[src/rtl/ile_pkg.sv]
// Shared types, opcodes and codes for the indexed list engine.
package ile_pkg;

  localparam int OPCODE_W   = 3;
  localparam int POSITION_W = 7;
  localparam int DATA_W     = 32;
  localparam int FOUND_W    = 6;
  localparam int COUNT_W    = 7;

  typedef enum logic [OPCODE_W-1:0] {
    OP_APPEND   = 3'd0,
    OP_INSERT   = 3'd1,
    OP_SET      = 3'd2,
    OP_REMOVE   = 3'd3,
    OP_GET      = 3'd4,
    OP_INDEX_OF = 3'd5,
    OP_CONTAINS = 3'd6,
    OP_CLEAR    = 3'd7
  } op_t;

  typedef struct packed {
    logic [OPCODE_W-1:0]      opcode;
    logic [POSITION_W-1:0]    position;
    logic signed [DATA_W-1:0] data_in;
  } request_t;

  typedef struct packed {
    logic                     ok;
    logic signed [DATA_W-1:0] data_out;
    logic [FOUND_W-1:0]       found_position;
    logic [COUNT_W-1:0]       entry_count;
    logic                     is_empty;
  } result_t;

  typedef enum logic [3:0] {
    S_IDLE,
    S_DISPATCH,
    S_SHIFT_UP,
    S_WRITE,
    S_READ,
    S_TAKE,
    S_SHIFT_DN,
    S_SCAN,
    S_FINISH
  } ctl_state_t;

  typedef enum logic [3:0] {
    CMD_NONE,
    CMD_CAPTURE,
    CMD_STEP_UP,
    CMD_STEP_DN,
    CMD_STEP_SCAN,
    CMD_READ_POS,
    CMD_TAKE,
    CMD_WRITE_POS,
    CMD_FINISH
  } dp_cmd_t;

  typedef struct packed {
    op_t  op;
    logic ok;
    logic up_more;
    logic dn_more;
    logic scan_more;
  } dp_status_t;

endpackage

[src/rtl/indexed_list_engine_unit.sv]
// Top level of the indexed list engine: controller plus datapath.
//
//  channel   ports                     handshake
//  --------  ------------------------  ---------------------------------------
//  item in   request (request_t)       taken when start is high and busy low
//  result    result (result_t)         valid for one cycle while done is high
//
// Busy time per item depends on the walk over the list memory, one entry per cycle through
// its single read and single write port: insert and remove walk the entries from the
// position to the end of the list, index_of and contains walk the whole list, and
// append, set, get, clear or a failed check walk none.
// The result strobe is high in the first cycle with busy low; the next item is taken
// at the earliest at the edge that ends that cycle.
// Reset clears the count and the controller; list entries are not cleared.
// The receiver cannot stall: each result is shown for exactly one cycle.
module indexed_list_engine_unit #(
  parameter int CAPACITY = 64
) (
  input  logic              clk,
  input  logic              rst,
  input  logic              start,
  output logic              busy,
  input  ile_pkg::request_t request,
  output logic              done,
  output ile_pkg::result_t  result
);

  ile_pkg::dp_cmd_t    cmd;
  ile_pkg::dp_status_t status;

  ile_controller u_ctl (
    .clk    (clk),
    .rst    (rst),
    .start  (start),
    .busy   (busy),
    .done   (done),
    .status (status),
    .cmd    (cmd)
  );

  ile_datapath #(
    .CAPACITY (CAPACITY)
  ) u_dp (
    .clk     (clk),
    .rst     (rst),
    .cmd     (cmd),
    .request (request),
    .status  (status),
    .result  (result)
  );

endmodule

[src/rtl/ile_datapath.sv]
// Datapath: list memory, walk pointer, entry count and result register.
module ile_datapath #(
  parameter int CAPACITY = 64
) (
  input  logic                clk,
  input  logic                rst,
  input  ile_pkg::dp_cmd_t    cmd,
  input  ile_pkg::request_t   request,
  output ile_pkg::dp_status_t status,
  output ile_pkg::result_t    result
);

  localparam int AW   = (CAPACITY > 1) ? $clog2(CAPACITY) : 1;
  localparam int CW   = $clog2(CAPACITY + 1);
  localparam int CMPW = (CW > ile_pkg::POSITION_W) ? CW : ile_pkg::POSITION_W;
  localparam int FPW  = (AW > ile_pkg::FOUND_W) ? AW : ile_pkg::FOUND_W;
  localparam int DW   = ile_pkg::DATA_W;

  logic [DW-1:0]   mem [CAPACITY];

  ile_pkg::op_t    op_q;
  logic [CMPW-1:0] pos_q;
  logic [DW-1:0]   val_q;
  logic            ok_q;
  logic [DW-1:0]   dout_q;
  logic [CW-1:0]   count;
  logic [CW-1:0]   count_next;
  logic [CW-1:0]   idx;
  logic            pend;
  logic [AW-1:0]   pend_dst;
  logic            found;
  logic [AW-1:0]   found_idx;
  logic [DW-1:0]   rd_data;

  ile_pkg::op_t    req_op;
  logic [CMPW-1:0] req_pos;
  logic [CMPW-1:0] count_ext;
  logic            has_room;
  logic            req_ok;
  logic            is_search;
  logic            is_step;
  logic            hit;
  logic            rd_en;
  logic [AW-1:0]   rd_addr;
  logic            wr_en;
  logic [AW-1:0]   wr_addr;
  logic [DW-1:0]   wr_data;
  logic [CMPW-1:0] count_next_ext;
  logic [FPW-1:0]  found_ext;

  assign req_op    = ile_pkg::op_t'(request.opcode);
  assign req_pos   = CMPW'(request.position);
  assign count_ext = CMPW'(count);
  assign has_room  = count < CW'(CAPACITY);
  assign is_search = (op_q == ile_pkg::OP_INDEX_OF) || (op_q == ile_pkg::OP_CONTAINS);
  assign is_step   = (cmd == ile_pkg::CMD_STEP_UP) || (cmd == ile_pkg::CMD_STEP_DN) ||
                     (cmd == ile_pkg::CMD_STEP_SCAN);
  assign hit       = pend && is_search && (rd_data == val_q) && !found;

  // Check the item against the list before any work starts
  always_comb begin
    unique case (req_op) inside
      ile_pkg::OP_APPEND: req_ok = has_room;
      ile_pkg::OP_INSERT: req_ok = has_room && (req_pos <= count_ext);
      ile_pkg::OP_SET, ile_pkg::OP_REMOVE, ile_pkg::OP_GET: req_ok = req_pos < count_ext;
      default: req_ok = 1'b1;
    endcase
  end

  // Report walk progress to the controller
  always_comb begin
    status.op        = op_q;
    status.ok        = ok_q;
    status.up_more   = CMPW'(idx) > pos_q;
    status.dn_more   = (idx + CW'(1)) < count;
    status.scan_more = idx < count;
  end

  // Select the read address for the current step
  always_comb begin
    rd_en   = 1'b0;
    rd_addr = '0;
    case (cmd)
      ile_pkg::CMD_STEP_UP: begin
        rd_en   = 1'b1;
        rd_addr = AW'(idx - CW'(1));
      end
      ile_pkg::CMD_STEP_DN: begin
        rd_en   = 1'b1;
        rd_addr = AW'(idx + CW'(1));
      end
      ile_pkg::CMD_STEP_SCAN: begin
        rd_en   = 1'b1;
        rd_addr = AW'(idx);
      end
      ile_pkg::CMD_READ_POS: begin
        rd_en   = 1'b1;
        rd_addr = AW'(pos_q);
      end
      default: ;
    endcase
  end

  // Write back a shifted entry, or the item's value at its position
  always_comb begin
    wr_en   = 1'b0;
    wr_addr = pend_dst;
    wr_data = rd_data;
    if (pend && !is_search) begin
      wr_en = 1'b1;
    end else if (cmd == ile_pkg::CMD_WRITE_POS) begin
      wr_en   = 1'b1;
      wr_addr = AW'(pos_q);
      wr_data = val_q;
    end
  end

  // List memory: one write and one registered read per cycle
  always_ff @(posedge clk) begin
    if (wr_en) begin
      mem[wr_addr] <= wr_data;
    end
  end

  always_ff @(posedge clk) begin
    if (rd_en) begin
      rd_data <= mem[rd_addr];
    end
  end

  // Work out the count after the item
  always_comb begin
    count_next = count;
    if (cmd == ile_pkg::CMD_FINISH) begin
      case (op_q) inside
        ile_pkg::OP_APPEND, ile_pkg::OP_INSERT: begin
          if (ok_q) count_next = count + CW'(1);
        end
        ile_pkg::OP_REMOVE: begin
          if (ok_q) count_next = count - CW'(1);
        end
        ile_pkg::OP_CLEAR: count_next = '0;
        default: ;
      endcase
    end
  end

  assign count_next_ext = CMPW'(count_next);
  assign found_ext      = FPW'(found_idx);

  // Control state: count, pending step and search hit
  always_ff @(posedge clk) begin
    if (rst) begin
      count <= '0;
      pend  <= 1'b0;
      found <= 1'b0;
    end else begin
      count <= count_next;
      pend  <= is_step;
      if (cmd == ile_pkg::CMD_CAPTURE) begin
        found <= 1'b0;
      end else if (hit) begin
        found <= 1'b1;
      end
    end
  end

  // Payload registers of the item under work and its result
  always_ff @(posedge clk) begin
    if (is_step) begin
      pend_dst <= AW'(idx);
    end
    if (hit) begin
      found_idx <= pend_dst;
    end
    case (cmd)
      ile_pkg::CMD_CAPTURE: begin
        op_q   <= req_op;
        pos_q  <= (req_op == ile_pkg::OP_APPEND) ? count_ext : req_pos;
        val_q  <= request.data_in;
        ok_q   <= req_ok;
        dout_q <= '0;
        case (req_op) inside
          ile_pkg::OP_APPEND, ile_pkg::OP_INSERT: idx <= count;
          ile_pkg::OP_INDEX_OF, ile_pkg::OP_CONTAINS: idx <= '0;
          default: idx <= CW'(req_pos);
        endcase
      end
      ile_pkg::CMD_STEP_UP:   idx <= idx - CW'(1);
      ile_pkg::CMD_STEP_DN:   idx <= idx + CW'(1);
      ile_pkg::CMD_STEP_SCAN: idx <= idx + CW'(1);
      ile_pkg::CMD_TAKE:      dout_q <= rd_data;
      ile_pkg::CMD_FINISH: begin
        result.ok             <= is_search ? found : ok_q;
        result.data_out       <= dout_q;
        result.found_position <= (op_q == ile_pkg::OP_INDEX_OF && found) ?
                                 found_ext[ile_pkg::FOUND_W-1:0] : '0;
        result.entry_count    <= count_next_ext[ile_pkg::COUNT_W-1:0];
        result.is_empty       <= (count_next == '0);
      end
      default: ;
    endcase
  end

  // Count stays within the list's room
  a_count_bound: assert property (@(posedge clk) disable iff (rst)
    count <= CW'(CAPACITY))
    else $error("entry count above capacity");

  // A shifted entry write never meets a value write in the same cycle
  a_write_port: assert property (@(posedge clk) disable iff (rst)
    !(pend && !is_search && cmd == ile_pkg::CMD_WRITE_POS))
    else $error("write port collision");

  // A good append or insert grows the list by one
  a_grow: assert property (@(posedge clk) disable iff (rst)
    (cmd == ile_pkg::CMD_FINISH && ok_q &&
     (op_q == ile_pkg::OP_APPEND || op_q == ile_pkg::OP_INSERT))
    |=> count == $past(count) + CW'(1))
    else $error("count did not grow after insert");

endmodule

[src/rtl/ile_controller.sv]
// Controller: sequences each item's steps over the datapath.
module ile_controller (
  input  logic                clk,
  input  logic                rst,
  input  logic                start,
  output logic                busy,
  output logic                done,
  input  ile_pkg::dp_status_t status,
  output ile_pkg::dp_cmd_t    cmd
);

  ile_pkg::ctl_state_t state;
  ile_pkg::ctl_state_t state_next;

  assign busy = (state != ile_pkg::S_IDLE);

  // State register and result strobe
  always_ff @(posedge clk) begin
    if (rst) begin
      state <= ile_pkg::S_IDLE;
      done  <= 1'b0;
    end else begin
      state <= state_next;
      done  <= (state == ile_pkg::S_FINISH);
    end
  end

  // Next state and datapath command
  always_comb begin
    state_next = state;
    cmd        = ile_pkg::CMD_NONE;
    unique case (state)
      ile_pkg::S_IDLE: begin
        if (start) begin
          cmd        = ile_pkg::CMD_CAPTURE;
          state_next = ile_pkg::S_DISPATCH;
        end
      end
      ile_pkg::S_DISPATCH: begin
        unique case (status.op) inside
          ile_pkg::OP_INDEX_OF, ile_pkg::OP_CONTAINS: state_next = ile_pkg::S_SCAN;
          ile_pkg::OP_CLEAR: state_next = ile_pkg::S_FINISH;
          ile_pkg::OP_APPEND, ile_pkg::OP_INSERT:
            state_next = status.ok ? ile_pkg::S_SHIFT_UP : ile_pkg::S_FINISH;
          ile_pkg::OP_SET:
            state_next = status.ok ? ile_pkg::S_WRITE : ile_pkg::S_FINISH;
          default:
            state_next = status.ok ? ile_pkg::S_READ : ile_pkg::S_FINISH;
        endcase
      end
      ile_pkg::S_SHIFT_UP: begin
        if (status.up_more) begin
          cmd = ile_pkg::CMD_STEP_UP;
        end else begin
          state_next = ile_pkg::S_WRITE;
        end
      end
      ile_pkg::S_WRITE: begin
        cmd        = ile_pkg::CMD_WRITE_POS;
        state_next = ile_pkg::S_FINISH;
      end
      ile_pkg::S_READ: begin
        cmd        = ile_pkg::CMD_READ_POS;
        state_next = ile_pkg::S_TAKE;
      end
      ile_pkg::S_TAKE: begin
        cmd        = ile_pkg::CMD_TAKE;
        state_next = (status.op == ile_pkg::OP_REMOVE) ? ile_pkg::S_SHIFT_DN :
                     ile_pkg::S_FINISH;
      end
      ile_pkg::S_SHIFT_DN: begin
        if (status.dn_more) begin
          cmd = ile_pkg::CMD_STEP_DN;
        end else begin
          state_next = ile_pkg::S_FINISH;
        end
      end
      ile_pkg::S_SCAN: begin
        if (status.scan_more) begin
          cmd = ile_pkg::CMD_STEP_SCAN;
        end else begin
          state_next = ile_pkg::S_FINISH;
        end
      end
      ile_pkg::S_FINISH: begin
        cmd        = ile_pkg::CMD_FINISH;
        state_next = ile_pkg::S_IDLE;
      end
      default: state_next = ile_pkg::S_IDLE;
    endcase
  end

  // An accepted item makes the block busy
  a_accept_busy: assert property (@(posedge clk) disable iff (rst)
    start && !busy |=> busy)
    else $error("item accepted but block not busy");

  // A result shows only once the block is free again
  a_done_idle: assert property (@(posedge clk) disable iff (rst)
    done |-> !busy)
    else $error("result strobe while busy");

  // Work starts only from an accepted item
  a_busy_cause: assert property (@(posedge clk) disable iff (rst)
    busy && !$past(busy) |-> $past(start))
    else $error("busy without start");

endmodule
[config.mk]
export PLATFORM = sky130hd
export DESIGN_NAME = indexed_list_engine_unit
export DESIGN_NICKNAME = d
export VERILOG_FILES = /design/src/rtl/ile_pkg.sv /design/src/rtl/indexed_list_engine_unit.sv /design/src/rtl/ile_datapath.sv /design/src/rtl/ile_controller.sv
export SDC_FILE = /design/constraint.sdc
export NUM_CORES = 2
export LEC_CHECK = 0
export ABC_AREA = 1
export BUFFER_PORTS_ARGS = -buffer_cell sky130_fd_sc_hd__buf_2
export CAP_MARGIN = 20
export CORE_UTILIZATION = 50
export DETAILED_ROUTE_END_ITERATION = 8
export PLACE_DENSITY = 0.68
export SYNTH_ARGS = -nofsm -noshare
export SYNTH_HDL_FRONTEND = slang
export SYNTH_SLANG_ARGS = --single-unit
[constraint.sdc]
create_clock -name clk -period 6.95 [get_ports clk]
set_clock_uncertainty 0.2 [all_clocks]
set_input_delay 1.0425 -clock clk [delete_from_list [all_inputs] [get_ports clk]]
set_output_delay 1.0425 -clock clk [all_outputs]
set_load 0.005 [all_outputs]
## After elaboration in Yosys (flattened, before gate mapping)

Memories as Yosys holds them, arrays and structs flattened. A register that Yosys moved wholly into a read port is not among the register bits.
Index checks and enable logic that the tools add are counted.
Widths: inputs -> output; s select.

- $lt $le $gt $ge: 6
- Add/sub/neg operators: 4
- Equality and inequality tests: 33
- Mux-type cells: 38
- Reductions and logical operators: 27

Operators with widths:

| kind | number |
|---|---|
| $mux 32 | 2 |
| $pmux 32 s2 | 1 |
| $pmux 4 s8 | 2 |
| $mux 7 | 9 |
| $eq 32x32->1 | 1 |
| $eq 4x3->1 const B | 8 |
| $mux 4 | 8 |
| $pmux 6 s4 | 1 |
| $lt 7x7->1 | 3 |
| $pmux 7 s3 | 1 |
| $eq 3x3->1 const B | 6 |
| $eq 4x2->1 const B | 4 |
| $pmux 4 s4 | 1 |
| $add 7x1->7 const B | 2 |
| $sub 7x1->7 const B | 2 |
| $eq 3x2->1 const B | 4 |
| $mux 6 | 2 |
| $reduce_or 2->1 | 6 |
| $eq 4x1->1 const B | 2 |
| $eq 4x4->1 const B | 2 |
| $ne 2x2->1 const B | 4 |
| $gt 7x7->1 | 1 |
| $le 7x7->1 | 1 |
| $logic_not 7->1 | 1 |
| other kinds (17) | 34 |

- Logic and storage cells: 127
- Bits of input ports: 45
- Register bits after elaboration: 155
- Memories kept: 1
- Output and inout bits: 49
- Memory bits (writable): 2048

Memories:

| name | words | width | rd ports | clocked after memory_dff | write ports | RTL line | text |
|---|---|---|---|---|---|---|---|
| u_dp.mem | 64 | 32 | 1 | 1 | 1 | ile_datapath.sv:19 | `logic [DW-1:0] mem [CAPACITY];` |

## Longest topological paths before layout

- Depth in word-level cells: 9
- Mapped depth: 24
- Gate-level depth less buffers: 21

## By module

A second synthesis with hierarchy kept.

- Cell total of the unflattened synthesis: 9445
- Area, all modules: 100129.8 um^2

By module, submodules not included:

| module | sequential area each (um^2) | cells each | instances | area each (um^2) |
|---|---|---|---|---|
| ile_datapath | 66874.1 | 9363 | 1 | 99665.6 |
| ile_controller | 100.1 | 82 | 1 | 464.2 |

## Least setup slack after synthesis

No wires, ideal clock.

- Path type: reg-to-reg
- Start point: register u_ctl.state[1]
- End point: register u_dp.result[0] (netlist name)
- Arrival: 4621 ps
- Library setup time: 176 ps
- Setup slack: 1953 ps
- Buffers on the path: 1
- Stages on the path, launching flop included: 7
- Cells stage by stage: dfxtp_1 > buf_2 > nor4_2 > inv_1 > o21ai_0 > nand2_1 > nor4_1

- Word-level cells in the longest chain between the ends: 5

Ends and longest elaborated chain:

| item | RTL line | text |
|---|---|---|
| start, declared | ile_controller.sv:12 | `ile_pkg::ctl_state_t state;` |
| start signal, assigned | ile_controller.sv:20 | `state <= ile_pkg::S_IDLE;` |
| start signal, assigned | ile_controller.sv:23 | `state <= state_next;` |
| $eq 4x4->1, or another cell as far along | ile_controller.sv:32 | `unique case (state)` |
| $pmux 4 s8 * | ile_controller.sv:32 |  |
| $eq 4x4->1 * | ile_datapath.sv:134 | `if (cmd == ile_pkg::CMD_FINISH) begin` |
| $mux 7 * | ile_datapath.sv:134 |  |
| named net u_dp.count_next[5] | ile_datapath.sv:27 | `logic [CW-1:0] count_next;` |
| $logic_not 7->1 * | ile_datapath.sv:199 | `result.is_empty <= (count_next == '0);` |

Mark *: on every way through the listed nets, which the timed path passes. The rest lies on a longest branch.
A chain may end at the register's enable or synchronous reset.

## Final worst setup path

- Start point: register u_dp.idx[2]
- End point: register u_dp.rd_data[6], read port of u_dp.mem (data pin)

- Word-level cells in the longest chain between the ends: 7

Ends and longest elaborated chain:

| item | RTL line | text |
|---|---|---|
| start, declared | ile_datapath.sv:28 | `logic [CW-1:0] idx;` |
| start signal, assigned | ile_datapath.sv:184 | `ile_pkg::OP_APPEND, ile_pkg::OP_INSERT: idx <= count;` |
| start signal, assigned | ile_datapath.sv:186 | `default: idx <= CW'(req_pos);` |
| start signal, assigned | ile_datapath.sv:189 | `ile_pkg::CMD_STEP_UP: idx <= idx - CW'(1);` |
| $add 7x1->7 | ile_datapath.sv:75 | `status.dn_more = (idx + CW'(1)) < count;` |
| $lt 7x7->1 | ile_datapath.sv:75 |  |
| $mux 2 | ile_controller.sv:72 | `if (status.dn_more) begin` |
| $pmux 4 s8 | ile_controller.sv:32 |  |
| $eq 4x3->1 / $eq 4x2->1 (equally long branches) | ile_datapath.sv:83 | `case (cmd)` |
| $reduce_or 4->1 (no line) | - |  |
| $mux 1 | ile_datapath.sv:83 |  |
| end, declared | ile_datapath.sv:33 | `logic [DW-1:0] rd_data;` |

Parallel ways exist; a longest one is shown, timed or not.

==> out/results.txt <==
Syn_nets - 8915
Setup_tns - 0 ps
Gpl congestion - 0.915
Switching share of power - 31.1%
Die Y - 446 µm
Clk_lat worst skew - 880 ps
Pleak - 41.5 nW
Gr ovfl total - 0
Cell Area, Placed - 0.103 mm²
Fmax - 0.170 GHz
Final Critical Period - 5900 ps
Crit path launch type - register
Worst-Margin Slew - 1180 ps
Commonest cells after routing, fill and taps aside - 2221 x edfxtp_1, 2202 x nand3_1, 1366 x nand2_1, 1289 x inv_1, 762 x nand3b_1
Number of I/O pins - 94
Layout cells sized above 1 - 8.07%
All-layer global routing usage - 29.0%
Syn. warnings - 0
Fin. Hold Viols - 0
Clock network fraction of design power - 33.0%
# rows - 162
Routed wire length - 293000 µm
Syn avg cell area - 11.1 µm²
Slew HR - 21.3%
Clock sinks - 2235
Final worst path period share - 84.9%
Critical path type - register to register
Final Cell Area - 0.110 mm²
CP Capture Type - register
RSZ-0062 raised after global routing - false
Maximum vdd drop - 0.278 mV
CTS tree - yes
Vias in the first global route - 64300
Worst Path Max Fanout - 75
Initial core utilization - 50.4%
Combinational power share - 20.3%
Status - finished with violations
Register area share after synthesis - 68.0%
TritonCTS Buffers - 222
Multi-input logic area - 0.0250 mm²
Net Switching - 10.9 mW
Mapped Cells - 8840
Fill cell count - 15700
Root Driver - clkbuf_16
Worst path required time - 7360 ps
Die width - 446 µm
Critical path arrival - 6310 ps
Routed length per instance - 25.3 µm
Final #Nets - 8871
First-pass GRT wire length - 425000 µm
Power density over the cells - 318 mW/mm²
Post-CTS sizing - 0
Port bufs - 93
Commonest non-fill, non-tap cell in the layout - edfxtp_1
Register area - 0.0670 mm²
Mapped cell area - 0.0985 mm²
DRT iter0 DRCs - 10100
Failing checks - design-rule violations
H-tree levels - 4
Largest net degree at the start of global routing - 178
Via count - 68600
Initial antenna violation count - 11
Post-DP HPWL - 159000 µm
DIE AREA - 0.199 mm²
Syn-to-layout area delta - 11.4%
DRC - 2
Sequential power share - 46.7%
Antenna Nets Post-Route - 0
Seq cells post-synth - 2235
Internal power - 24.0 mW
Hold_buf cts - 0
DR pass1 iterations - 8
Max-cap violations - 0
Post-CTS Setup Bufs - 0
Via density - 5.91
Register clock-pin slew on the reported worst setup and hold paths - 60 ps
Clock Path Buffers - 3
Synth unique cells - 44
Max-slew violation count - 0
Core area - 0.195 mm²
Hold Path Class - primary input to register
Final setup vio count - 0
==> per-layer routing <==
layer	up-vias	track usage (%)	wire length (µm)
met2	4243	44.2	131000
met4	2	14.4	15300
met3	645	6.52	35300
li1	30300	-	-
met1	33300	39.4	111000
met5	-	0	13
==> Yosys cell counts, drive strengths merged <==
library cell,number,share of area [%]
o21a,2,0.015
or2,1,0.0064
nand3b,762,5.8
a211oi,1,0.0076
nand3,2205,11
dfxtp,14,0.28
ha,30,0.38
clkinv,3,0.013
buf,355,1.7
o22ai,16,0.10
a221oi,1,0.0089
o31ai,3,0.023
a21boi,1,0.0076
o211ai,4,0.030
nand4,8,0.051
a21oi,37,0.19
o311ai,1,0.0089
a41oi,1,0.0089
o21ai,59,0.30
xor2,12,0.11
nand2,1372,5.2
nor3,16,0.081
o2111ai,7,0.062
nor4,6,0.044
o221ai,2,0.018
clkbuf,217,0.83
inv,1297,4.9
edfxtp,2221,68
nor2,185,0.75
a2111oi,1,0.0089
==> layout make-up <==
type	instances	share of cell area (%)
Clock inverter	121	0.962
Clock buffer	275	5.32
Inverter	1300	4.47
Tap cell	2624	2.99
Timing Repair Buffer	304	2.41
Multi-Input combinational cell	4733	22.8
Sequential cell	2235	61.0
Antenna cell	3	0.00684
==> registers in the layout (all words and copies together) (netlist names) <==
register	count
u_dp.dout_q	32
u_dp.pend_dst	6
u_dp.val_q	32
u_dp.found	1
u_dp.count	7
u_dp.rd_data	32
u_dp.ok_q	1
u_dp.pend	1
u_ctl.done	1
u_dp.found_ext	6
u_dp.idx	7
u_dp.result	47
u_dp.op_q	3
u_dp.mem	2048
u_dp.pos_q	7
u_ctl.state	4
==> metrics by stage <==
stage / worst slack [ps] / total power, mW / hold slack, ps / instances / utilization (%)
final: 1050 / 34.9 / 142 / 11600 / 56.2
after global routing: 844 / 35.8 / 111 / 11600 / 56.2
after CTS: 1160 / 34.7 / 85.8 / 11600 / 56.1
after detailed placement: 1180 / 23.4 / 205 / 11200 / 52.6
after global placement: 1210 / 23.3 / 203 / 11200 / 52.6
after floorplan: 1950 / 20.4 / 200 / 8840 / -
==> logic make-up after synthesis <==
group	Yosys count	synth area share, %
buffers and inverters	1872	7.52
AOI/OAI and AO/OA	136	0.793
xor gates and xnor gates	12	0.107
adders and majority gates	30	0.381
and+or+nand+nor	4555	23.2
DFF	2235	68.0
==> worst max-delay path: stages (launching register included) <==
cell and delay [ps]:
edfxtp_1 570, nand3_1 200, nor2_1 130, nand2_1 70, xor2_1 230, inv_1 80
ha_1 280, nand2_1 90, inv_1 50, a21oi_1 220, nand3_2 190, nand2_1 210
nand2_8 380, nand2_8 610, buf_12 300, buf_12 240, buf_4 210, nand2_1 60
nand3_1 70, nand3_1 90, nand3_1 120, nand3_1 270, nand3_1 510, nand2_1 140
==> path summary, 6_finish.rpt <==
kind	startpoint	to	slack [ps]	cells past startpoint
hold / removal	request[12]	u_dp.val_q[12]	140	1
setup / recovery	u_dp.idx[2]	u_dp.rd_data[6]	1050	23
hold reg to reg	u_dp.dout_q[1]	u_dp.result[15]	220	0
setup reg to reg	u_dp.idx[2]	u_dp.rd_data[6]	1050	23
==> power groups by stage <==
stage	Clock [mW]	Combinational [mW]	Sequential [mW]
after CTS	11.6	6.90	16.3
after global placement	0	6.78	16.5
after global routing	12.1	7.49	16.3
after floorplan	0	3.94	16.5
after detailed placement	0	6.87	16.5
final	11.5	7.09	16.3
(Power assumes the default switching activity.)
